===== config.mk =====
export PLATFORM = sky130hd
export DESIGN_NAME = adpcm_frame_decoder_top
export DESIGN_NICKNAME = d
export VERILOG_FILES = /design/src/hdl/adf_pkg.sv /design/src/hdl/adf_front.sv /design/src/hdl/adf_back.sv /design/src/hdl/adpcm_frame_decoder_top.sv
export SDC_FILE = /design/constraint.sdc
export NUM_CORES = 2
export LEC_CHECK = 0
export BUFFER_PORTS_ARGS = -buffer_cell sky130_fd_sc_hd__buf_2
export CAP_MARGIN = 30
export CORE_UTILIZATION = 54
export CTS_BUF_LIST = sky130_fd_sc_hd__clkbuf_16
export DETAILED_ROUTE_END_ITERATION = 16
export PLACE_DENSITY_LB_ADDON = 0.12
export SLEW_MARGIN = 20
export SYNTH_ARGS = -nofsm -noshare
export SYNTH_HDL_FRONTEND = slang
export SYNTH_SLANG_ARGS = --single-unit

===== constraint.sdc =====
create_clock -name clk -period 14.19 [get_ports clk]
set_input_delay 0.7095 -clock clk [delete_from_list [all_inputs] [get_ports clk]]
set_output_delay 0.7095 -clock clk [all_outputs]
set_load 0.01 [all_outputs]

===== src/hdl/adf_pkg.sv =====
// Shared types and constants for the ADPCM frame decoder.
`default_nettype none
package adf_pkg;

  localparam int FRAME_BITS = 64;
  localparam int NIB_BITS   = 56;
  localparam int COEF_BITS  = 16;
  localparam int SAMP_BITS  = 16;
  localparam int IDX_BITS   = 4;
  localparam int ACC_BITS   = 34;
  localparam int PROD_BITS  = 32;
  localparam int FRAC_BITS  = 11;

  localparam logic [IDX_BITS-1:0] LAST_IDX = 4'd13;

  // Configuration register indexes
  localparam logic [2:0] REG_COEF_0       = 3'd0;
  localparam logic [2:0] REG_COEF_1       = 3'd1;
  localparam logic [2:0] REG_COEF_2       = 3'd2;
  localparam logic [2:0] REG_COEF_3       = 3'd3;
  localparam logic [2:0] REG_START_RECENT = 3'd4;
  localparam logic [2:0] REG_START_OLDER  = 3'd5;

  // Decoded frame handed from the front end to the sample engine
  typedef struct packed {
    logic [3:0]                  shift;
    logic signed [COEF_BITS-1:0] c1;
    logic signed [COEF_BITS-1:0] c2;
    logic [NIB_BITS-1:0]         nibs;
    logic                        restart;
  } cmd_t;

  // One decoded sample waiting at the output
  typedef struct packed {
    logic signed [SAMP_BITS-1:0] sample;
    logic [IDX_BITS-1:0]         idx;
    logic                        last;
  } out_t;

  typedef enum logic [1:0] {
    ST_IDLE,
    ST_LOAD,
    ST_RUN
  } st_t;

endpackage
`default_nettype wire


===== src/hdl/adf_front.sv =====
// Front end: accepts frames, decodes the header and queues a command.
`default_nettype none
module adf_front
  import adf_pkg::*;
(
  input  wire logic                  clk,
  input  wire logic                  rst,
  input  wire logic                  push,
  input  wire logic [FRAME_BITS-1:0] frame_data,
  input  wire logic                  restart,
  output logic                       full,
  input  wire logic [255:0]          coef_all,
  output logic                       cmd_valid,
  output cmd_t                       cmd,
  input  wire logic                  cmd_take
);

  cmd_t       q [2];
  logic       wr_ptr;
  logic       rd_ptr;
  logic [1:0] count;
  logic       do_push;
  logic       do_take;
  logic [2:0] pair;
  cmd_t       dec;

  assign full      = (count == 2'd2);
  assign cmd_valid = (count != 2'd0);
  assign cmd       = q[rd_ptr];
  assign do_push   = push & ~full;
  assign do_take   = cmd_take & cmd_valid;

  // Decode header: scale shift, coefficient pair 2p and 2p+1
  always_comb begin
    pair        = frame_data[62:60];
    dec.shift   = frame_data[59:56];
    dec.c1      = coef_all[{pair, 5'd0} +: COEF_BITS];
    dec.c2      = coef_all[{pair, 5'd16} +: COEF_BITS];
    dec.nibs    = frame_data[NIB_BITS-1:0];
    dec.restart = restart;
  end

  // Hold decoded commands in a two-entry queue
  always_ff @(posedge clk) begin
    if (do_push) begin
      q[wr_ptr] <= dec;
    end
    if (rst) begin
      wr_ptr <= 1'b0;
      rd_ptr <= 1'b0;
      count  <= 2'd0;
    end else begin
      if (do_push) begin
        wr_ptr <= ~wr_ptr;
      end
      if (do_take) begin
        rd_ptr <= ~rd_ptr;
      end
      if (do_push && !do_take) begin
        count <= count + 2'd1;
      end else if (!do_push && do_take) begin
        count <= count - 2'd1;
      end
    end
  end

  a_count_bound: assert property (@(posedge clk) disable iff (rst) count != 2'd3)
    else $error("command queue overflow");
  a_push_fills: assert property (@(posedge clk) disable iff (rst) do_push |=> count != 2'd0)
    else $error("accepted frame lost from command queue");
  a_ptr_match: assert property (@(posedge clk) disable iff (rst)
    (count == 2'd0 || count == 2'd2) |-> wr_ptr == rd_ptr)
    else $error("command queue pointers disagree with count");

endmodule
`default_nettype wire


===== src/hdl/adf_back.sv =====
// Sample engine: runs the two-tap predictor over 14 nibbles and queues samples.
`default_nettype none
module adf_back
  import adf_pkg::*;
(
  input  wire logic                        clk,
  input  wire logic                        rst,
  input  wire logic                        cmd_valid,
  input  wire cmd_t                        cmd,
  output logic                             cmd_take,
  input  wire logic signed [SAMP_BITS-1:0] start_recent,
  input  wire logic signed [SAMP_BITS-1:0] start_older,
  output logic                             empty,
  input  wire logic                        pop,
  output logic signed [SAMP_BITS-1:0]      sample,
  output logic [IDX_BITS-1:0]              sample_index,
  output logic                             last
);

  st_t state, state_next;

  // Working copy of the current frame
  logic [3:0]                  shift;
  logic signed [COEF_BITS-1:0] c1;
  logic signed [COEF_BITS-1:0] c2;
  logic [NIB_BITS-1:0]         nibs;
  logic                        restart_f;
  logic [IDX_BITS-1:0]         idx;

  // History and the older-tap product computed one step ahead
  logic signed [SAMP_BITS-1:0] h_rec;
  logic signed [SAMP_BITS-1:0] h_old;
  logic signed [PROD_BITS-1:0] p2;

  logic signed [SAMP_BITS-1:0] p2_src;
  logic signed [PROD_BITS-1:0] p2_next;
  logic signed [PROD_BITS-1:0] prod1;
  logic signed [ACC_BITS-1:0]  nib_term;
  logic signed [ACC_BITS-1:0]  acc;
  logic signed [ACC_BITS-1:0]  quo;
  logic signed [SAMP_BITS-1:0] s;
  logic                        run_step;

  // Output queue
  out_t       oq [2];
  logic       owr;
  logic       ord;
  logic [1:0] ocount;
  logic       room;
  logic       do_pop;

  assign room   = (ocount != 2'd2);
  assign do_pop = pop & ~empty;
  assign empty  = (ocount == 2'd0);
  assign sample       = oq[ord].sample;
  assign sample_index = oq[ord].idx;
  assign last         = oq[ord].last;

  // Sequence: take a command, load history, then one sample per cycle while the output queue has room
  always_comb begin
    state_next = state;
    cmd_take   = 1'b0;
    run_step   = 1'b0;
    unique case (state)
      ST_IDLE: begin
        if (cmd_valid) begin
          cmd_take   = 1'b1;
          state_next = ST_LOAD;
        end
      end
      ST_LOAD: begin
        state_next = ST_RUN;
      end
      ST_RUN: begin
        if (room) begin
          run_step = 1'b1;
          if (idx == LAST_IDX) begin
            if (cmd_valid) begin
              cmd_take   = 1'b1;
              state_next = ST_LOAD;
            end else begin
              state_next = ST_IDLE;
            end
          end
        end
      end
      default: state_next = ST_IDLE;
    endcase
  end

  always_ff @(posedge clk) begin
    if (rst) begin
      state <= ST_IDLE;
    end else begin
      state <= state_next;
    end
  end

  // Predictor arithmetic for the current nibble
  always_comb begin
    p2_src   = (state == ST_LOAD) ? (restart_f ? start_older : h_old) : h_rec;
    p2_next  = c2 * p2_src;
    prod1    = c1 * h_rec;
    nib_term = (ACC_BITS'(signed'(nibs[NIB_BITS-1 -: 4])) <<< FRAC_BITS) <<< shift;
    acc      = ACC_BITS'(prod1) + ACC_BITS'(p2) + nib_term + 34'sd1024;
    quo      = acc >>> FRAC_BITS;
    if (quo > 34'sd32767) begin
      s = 16'sh7FFF;
    end else if (quo < -34'sd32768) begin
      s = 16'sh8000;
    end else begin
      s = quo[SAMP_BITS-1:0];
    end
  end

  // Advance frame registers and history
  always_ff @(posedge clk) begin
    if (cmd_take) begin
      shift     <= cmd.shift;
      c1        <= cmd.c1;
      c2        <= cmd.c2;
      nibs      <= cmd.nibs;
      restart_f <= cmd.restart;
    end else if (run_step) begin
      nibs <= nibs << 4;
    end
    if (state == ST_LOAD) begin
      idx <= '0;
      p2  <= p2_next;
    end else if (run_step) begin
      idx <= idx + 4'd1;
      p2  <= p2_next;
    end
    if (rst) begin
      h_rec <= '0;
      h_old <= '0;
    end else if (state == ST_LOAD && restart_f) begin
      h_rec <= start_recent;
      h_old <= start_older;
    end else if (run_step) begin
      h_old <= h_rec;
      h_rec <= s;
    end
  end

  // Queue samples for the consumer
  always_ff @(posedge clk) begin
    if (run_step) begin
      oq[owr].sample <= s;
      oq[owr].idx    <= idx;
      oq[owr].last   <= (idx == LAST_IDX);
    end
    if (rst) begin
      owr    <= 1'b0;
      ord    <= 1'b0;
      ocount <= 2'd0;
    end else begin
      if (run_step) begin
        owr <= ~owr;
      end
      if (do_pop) begin
        ord <= ~ord;
      end
      if (run_step && !do_pop) begin
        ocount <= ocount + 2'd1;
      end else if (!run_step && do_pop) begin
        ocount <= ocount - 2'd1;
      end
    end
  end

  a_oq_bound: assert property (@(posedge clk) disable iff (rst) ocount != 2'd3)
    else $error("sample queue overflow");
  a_load_run: assert property (@(posedge clk) disable iff (rst)
    state == ST_LOAD |=> state == ST_RUN)
    else $error("history load not followed by sample run");
  a_frame_end: assert property (@(posedge clk) disable iff (rst)
    (run_step && idx == LAST_IDX) |=> (state == ST_LOAD || state == ST_IDLE))
    else $error("run continued past the last sample");
  a_take_valid: assert property (@(posedge clk) disable iff (rst) cmd_take |-> cmd_valid)
    else $error("command taken from empty queue");
  a_idx_range: assert property (@(posedge clk) disable iff (rst)
    state == ST_RUN |-> idx <= LAST_IDX)
    else $error("sample index out of range");

endmodule
`default_nettype wire


===== src/hdl/adpcm_frame_decoder_top.sv =====
// Top level of the ADPCM frame decoder: configuration registers and the two halves.
// Each frame is a history-load step followed by 14 samples, paced by the
//   single predictor multiply-add that each sample depends on.
// The first sample of a frame passes the command queue, the load state and the run
//   state into the sample queue; the rest follow one per cycle while that queue has room.
// Reset (rst, synchronous, active high) empties the queues and clears history and configuration registers to 0.
`default_nettype none
module adpcm_frame_decoder_top
  import adf_pkg::*;
(
  input  wire logic                   clk,
  input  wire logic                   rst,
  input  wire logic                   push,
  output logic                        full,
  input  wire logic [FRAME_BITS-1:0]  frame_data,
  input  wire logic                   restart,
  output logic                        empty,
  input  wire logic                   pop,
  output logic signed [SAMP_BITS-1:0] sample,
  output logic [IDX_BITS-1:0]         sample_index,
  output logic                        last,
  input  wire logic                   cfg_we,
  input  wire logic [2:0]             cfg_index,
  input  wire logic [63:0]            cfg_data
);

  logic [63:0]                 coef_g0;
  logic [63:0]                 coef_g1;
  logic [63:0]                 coef_g2;
  logic [63:0]                 coef_g3;
  logic signed [SAMP_BITS-1:0] start_recent;
  logic signed [SAMP_BITS-1:0] start_older;
  logic                        cmd_valid;
  logic                        cmd_take;
  cmd_t                        cmd;

  // Configuration writes; unknown indexes drop
  always_ff @(posedge clk) begin
    if (rst) begin
      coef_g0      <= '0;
      coef_g1      <= '0;
      coef_g2      <= '0;
      coef_g3      <= '0;
      start_recent <= '0;
      start_older  <= '0;
    end else if (cfg_we) begin
      unique case (cfg_index)
        REG_COEF_0:       coef_g0      <= cfg_data;
        REG_COEF_1:       coef_g1      <= cfg_data;
        REG_COEF_2:       coef_g2      <= cfg_data;
        REG_COEF_3:       coef_g3      <= cfg_data;
        REG_START_RECENT: start_recent <= cfg_data[SAMP_BITS-1:0];
        REG_START_OLDER:  start_older  <= cfg_data[SAMP_BITS-1:0];
        default: ;
      endcase
    end
  end

  adf_front u_front (
    .clk         (clk),
    .rst         (rst),
    .push        (push),
    .frame_data  (frame_data),
    .restart     (restart),
    .full        (full),
    .coef_all    ({coef_g3, coef_g2, coef_g1, coef_g0}),
    .cmd_valid   (cmd_valid),
    .cmd         (cmd),
    .cmd_take    (cmd_take)
  );

  adf_back u_back (
    .clk          (clk),
    .rst          (rst),
    .cmd_valid    (cmd_valid),
    .cmd          (cmd),
    .cmd_take     (cmd_take),
    .start_recent (start_recent),
    .start_older  (start_older),
    .empty        (empty),
    .pop          (pop),
    .sample       (sample),
    .sample_index (sample_index),
    .last         (last)
  );

endmodule
`default_nettype wire

# Word level (Yosys, flattened, before mapping)
# Memories as Yosys holds them, arrays and structs flattened. A register that Yosys moved wholly into a read port is not among the register bits.
# Cells that the tools add are included.
[word_totals]
register_bits = 459
latchBits = 0
mem_bits_rw = 228
rom_bits = 0
out_inout_bits = 23
n_memories = 2
[mem_list]
columns = ["name", "words", "word_bits", "read_ports", "rd_clocked_by_memory_dff", "write_ports", "line_no", "rtl"]
rows = [
  ["u_front.q", 2, 93, 1, 1, 1, "adf_front.sv:18", "cmd_t q [2];"],
  ["u_back.oq", 2, 21, 1, 1, 1, "adf_back.sv:45", "out_t oq [2];"],
]
[op_classes]
addsub = 8
multipliers = 2
n_div = 0
n_lt_le_gt_ge = 2
n_eq_ne = 13
shifts = 3
mux = 35
n_bitwise = 9
n_reduce_logical = 25
[ops]
columns = ["op", "n"]
rows = [
  ["$shiftx 256x9->16", 2],
  ["$mux 16", 8],
  ["$mux 56", 2],
  ["$mul 16x16->32", 2],
  ["$mux 32", 2],
  ["$add 34x12->34 const B", 1],
  ["$add 34x34->34", 1],
  ["$sshl 15x4->34", 1],
  ["$add 32x32->33", 1],
  ["$gt 23x16->1 const B", 1],
  ["$lt 23x16->1 const B", 1],
  ["$mux 1", 14],
  ["$mux 2", 7],
  ["$reduce_and 2->1", 6],
  ["$reduce_bool 2->1", 6],
  ["$eq 3x2->1 const B", 2],
  ["$eq 3x3->1 const B", 2],
  ["$not 1->1", 6],
  ["$pmux 2 s3", 1],
  ["$logic_and 1x1->1", 5],
  ["$add 2x1->2 const B", 2],
  ["$add 4x1->4 const B", 1],
  ["$eq 2x2->1 const B", 2],
  ["$eq 4x4->1 const B", 1],
  ["other kinds (11)", 20],
]

# Longest topological paths before layout
[logic_depth]
ltp_word = 9
depth_mapped = 39

# By module
# Synthesis repeated with hierarchy kept, for this count alone.
[unflattened]
cells_unflattened = 4612
area_unflattened_um2 = 50945.1
[modules_own_cells]
columns = ["module", "instances", "cells_per_inst", "area_each_um2", "seq_area_each_um2"]
rows = [
  ["adf_back", 1, 3176, 30704.4, 5875.6],
  ["adpcm_frame_decoder_top", 1, 1008, 11264.6, 5765.5],
  ["adf_front", 1, 428, 8976.1, 5685.5],
]

# Least setup slack after synthesis
# Ideal clock, no wire load.
[synth_timing]
path_type = "flip-flop to flip-flop"
startpoint = "reg u_back.h_rec[1]"
endpoint = "mem u_back.oq[0][7] (netlist name) (data pin)"
setup_ps = 264
arrival_ps = 8489
setup_slack_ps = 5437
stages_incl_launch_ff = 34
synth_period_minus_slack_ps = 8753
cell_sequence = "dfxtp_1 clkbuf_1 clkbuf_1 nand2_1 inv_1 fa_1 fa_1 fa_1 fa_1 fa_1 inv_1 fa_1 inv_1 ha_1 a21o_1 a21o_1 a21o_1 a21oi_1 nor4bb_1 a21oi_1 a21oi_1 xnor2_1 ha_1 ha_1 clkbuf_1 nor2b_1 or4_1 o21ai_1 o21ai_1 xnor2_1 nor3_1 a21oi_1 buf_2 o21ai_1"
[synth_via]
elab_chain_cells = 7
[synth_rtl]
columns = ["element", "line_no", "rtl"]
rows = [
  ["start, declared", "adf_back.sv:31", "logic signed [SAMP_BITS-1:0] h_rec;"],
  ["start signal, assigned", "adf_back.sv:138", "h_rec <= start_recent;"],
  ["start signal, assigned", "adf_back.sv:142", "h_rec <= s;"],
  ["$mul 16x16->32 (*)", "adf_back.sv:103", "prod1 = c1 * h_rec;"],
  ["$add 32x32->33 (*)", "adf_back.sv:105", "acc = ACC_BITS'(prod1) + ACC_BITS'(p2) + nib_term + 34'sd1024;"],
  ["$add 34x34->34 (*)", "adf_back.sv:105", ""],
  ["$add 34x12->34 (*)", "adf_back.sv:105", ""],
  ["$lt 23x16->1", "adf_back.sv:109", "end else if (quo < -34'sd32768) begin"],
  ["$mux 16", "adf_back.sv:109", ""],
  ["$mux 16 (*)", "adf_back.sv:107", "if (quo > 34'sd32767) begin"],
  ["via u_back.s[2]", "adf_back.sv:41", "logic signed [SAMP_BITS-1:0] s;"],
  ["end, declared", "adf_back.sv:45", ""],
]
# The timed path passes the listed nets; every way through them passes the cells marked *.

# Worst setup path after layout
[layout_timing]
startpoint = "reg u_back.c1[15]"
endpoint = "mem u_back.oq[0][9] (netlist name) (data pin)"
[layout_via]
elab_chain_cells = 7
[layout_rtl]
columns = ["element", "line_no", "rtl"]
rows = [
  ["start, declared", "adf_back.sv:24", "logic signed [COEF_BITS-1:0] c1;"],
  ["start signal, assigned", "adf_back.sv:120", "c1 <= cmd.c1;"],
  ["$mul 16x16->32 (*)", "adf_back.sv:103", ""],
  ["$add 32x32->33 (*)", "adf_back.sv:105", ""],
  ["$add 34x34->34 (*)", "adf_back.sv:105", ""],
  ["$add 34x12->34 (*)", "adf_back.sv:105", ""],
  ["$lt 23x16->1", "adf_back.sv:109", ""],
  ["$mux 16", "adf_back.sv:109", ""],
  ["$mux 16 (*)", "adf_back.sv:107", ""],
  ["via u_back.s[4]", "adf_back.sv:41", ""],
]
# Marked as above.

==> flow_metrics.env <==
export IMPL_min_path_type="in -> reg"
export IMPL_num_vias=33200
export IMPL_pwr_share_clk_pct=13.4
export IMPL_cp_startpoint="u_back.c1[15]"
export IMPL_root_buffer="clkbuf_16"
export IMPL_yosys_most_used_dff="edfxtp_1"
export IMPL_fp_dieW_um=303
export IMPL_ys_seq_elements=689
export IMPL_finalCritPeriodShare_pct=70.1
export IMPL_period_needed_ns=9.95
export IMPL_firstDrtPassIters=6
export IMPL_floorplan_initialDensity_pct=54.4
export IMPL_grt_overflow_total=0
export IMPL_wirelength_mm=118
export IMPL_clkLatencyLatePin_ns=0.64
export IMPL_yosysWarnings=0
export IMPL_yosysTopAreaCellShare_pct=22.9
export IMPL_cts_tree="done"
export IMPL_postCtsHoldBufs=0
export IMPL_avgSynthCellArea_sq_um=10.2
export IMPL_antenna_found_initial=13
export IMPL_netlist_area_sq_um=49000
export IMPL_preCtsSetupSlack_ns=4.29
export IMPL_drt_vias_per_instance=5.48
export IMPL_cp_slowest_cell="fa_1"
export IMPL_hold_viol=0
export IMPL_maxCapViolCount=0
export IMPL_syn2layout_area_growth_pct=8.76
export IMPL_postSynthCellCount=4783
export IMPL_nNetsFinal=5749
export IMPL_worst_slack_ns=4.24
export IMPL_synth_distinct_cells=74
export IMPL_final_layout_size_suffix_gt1_share_pct=11.3
export IMPL_grt_pass1_vias=33700
export IMPL_crit_buf_inv=5
export IMPL_power_frac_comb_pct=61.8
export IMPL_tns_ns=0
export IMPL_cts_max_path_buffers=3
export IMPL_r2r_start="u_back.c1[15]"
export IMPL_ys_seq_area_share_pct=35.4
export IMPL_crit_arrival_ns=10.31
export IMPL_rsz0062_at_grt="false"
export IMPL_io_buffers=158
export IMPL_cp_start_kind="register"
export IMPL_grt_usage_pct=26.2
export IMPL_cts_buffers_inserted=73
export IMPL_fin_util_pct=59.2
export IMPL_async_reset_ff_share_pct=0
export IMPL_boundaryPins=160
export IMPL_drtAntennaViolNets=0
export IMPL_drt_iter0_markers=2230
export IMPL_cts_sinks=689
export IMPL_worst_pin_slew_ns=0.992
export IMPL_grt_max_degree=110
export IMPL_peakVddDrop_v=0.000574
export IMPL_hold_start="frame_data[28]"
export IMPL_core_sq_um=90000
export IMPL_cts_reportedPaths_clkPinSlew_ns=0.07
export IMPL_crit_type="reg -> reg"
export IMPL_cp_common_cell="fa_1"
export IMPL_power_switching_mw=6.48
export IMPL_gp_congestion=0.862
export IMPL_swShare_pct=47.3
export IMPL_slew_headroom_pct=33.9
export IMPL_wl_per_cell_um=19.5
export IMPL_critical_path_max_stage_delay_ns=0.89
export IMPL_post_cts_buffers=0
export IMPL_slew_viol_final=0
export IMPL_yosys_area_top_type="fa_1"
export IMPL_end_kind="register"
export IMPL_finalPower_mw=13.7
export IMPL_fmax_ghz=0.101
export IMPL_path_delay_family="adder cells"
export IMPL_stdcell_area_sq_um=53300
export IMPL_place_area_sq_um=50800
export IMPL_sequentialPowerShare_pct=24.8
export IMPL_die_h_um=303
export IMPL_setup_viol=0
export IMPL_syn_nets=5708
export IMPL_rows=110
export IMPL_cp_max_fo=30
export IMPL_status="finished, final reports clean"
export IMPL_cts_max_level=3
export IMPL_drcViolationCount=0
export IMPL_fin_skew_ns=0.0394
export IMPL_yosysMostFrequentCell="nand2_1"
export IMPL_dpl_hpwl_mm=82.3
export IMPL_synth_commonest_cells="960 x nand2_1, 630 x inv_1, 561 x fa_1, 368 x a21oi_1, 353 x edfxtp_1"
export IMPL_leakage_nw=21.9
export IMPL_crit_required_ns=14.55
export IMPL_grt_pass1_wl_mm=187
export IMPL_p_int_mw=7.23
export IMPL_dieArea_sq_um=91900
export IMPL_cts_resized=0
export IMPL_synth_area_top_cells="fa_1 23%, edfxtp_1 22%, dfxtp_1 14%"
export IMPL_cellPowerDensity_nw_per_um2=257
export IMPL_synth_edff_count=353
[worst reg2reg max path: cells and delay by family (launching register included)]
kind | cells | cell delay, ns
AO/OA/AOI/OAI | 10 | 2.00
XOR/XNOR | 2 | 0.29
adder cells (fa/ha/maj) | 9 | 4.55
buffers and inverters | 5 | 0.95
flip-flops | 1 | 0.64
AND/OR/NAND/NOR | 4 | 1.24
[flip-flops by register name (all words and copies together), names as in the netlist, 32 cells and up, named ones only]
signal	count
coef_g1	64
u_front.q	186
u_back.p2	32
u_back.nibs	56
u_back.oq	42
coef_g3	64
coef_g0	64
coef_g2	64
[layout by cell type, fill, tap and decap left out, types with 15 or more instances in the layout]
master     instances
a31oi_1           15
fa_1             561
o21ai_0           93
a21oi_1          363
inv_1            648
clkbuf_16         77
buf_4             53
buf_2            157
nor2b_1           75
nand2_1          957
mux2i_1           79
mux2_2            94
and2_1           169
o21ai_1           17
a22oi_1           26
mux4_2            64
edfxtp_1         353
nor2_1            87
xor2_1            29
nor3_1            19
xnor2_1           58
or2_2             23
nand3_1           25
a21o_1            30
dfxtp_1          335
ha_1             227
nand2b_1          26
[cells by family after synthesis]
logic type	count (synthesis)	share of synthesized area, %
xor gates and xnor gates	87	1.56
muxes	237	6.72
AOI/OAI and AO/OA	663	7.87
buffers and inverters	886	6.84
adders and majority gates	788	28.7
DFF	689	35.4
and+or+nand+nor	1433	12.9
[stage by stage]
step | cells | hold slack (ns)
finish | 6060 | 0.267
global route | 6058 | 0.243
CTS | 6049 | 0.227
detailed placement | 5917 | 0.443
global placement | 5914 | 0.439
floorplan | 4783 | 0.433
[final cells by class]
cell class,instances,area (sq um)
Multi-Input combinational cell,3208,28400
Tap cell,1176,1470
Clock buffer,77,1930
Inverter,631,2370
Sequential cell,689,17300
Fill cell,7752,36700
Antenna cell,3,7.51
Clock inverter,55,375
Timing Repair Buffer,221,1400
[power groups by stage]
stage / registers (mW) / logic (mW) / clock network, mW
3_5_place_dp: 3.44 / 8.40 / 0
4_1_cts: 3.40 / 8.47 / 1.88
3_3_place_gp: 3.43 / 8.30 / 0
2_1_floorplan: 3.11 / 6.58 / 0
6_report: 3.40 / 8.46 / 1.84
5_1_grt: 3.44 / 9.38 / 1.95
[path summary, 6_finish.rpt]
kind | endpoint | slack [ns] | cells after the start
worst max-delay path | u_back.oq[0][9] | 4.24 | 30
worst min-delay path | u_front.q[0][29] | 0.27 | 1
worst max register to register | u_back.oq[0][9] | 4.24 | 30
worst min register to register | coef_g1[0] | 0.45 | 2
[metal layers]
metal  vias up  global-route usage [%]  part of all wire, %
met3       194                    4.04                  5.7
met5         -                       0                 0.11
met2       834                    43.3                   48
met1     16500                    35.4                   43
li1      15600                       -                    -
met4        20                    8.73                  3.0
Power figures use the tool's default switching activity.
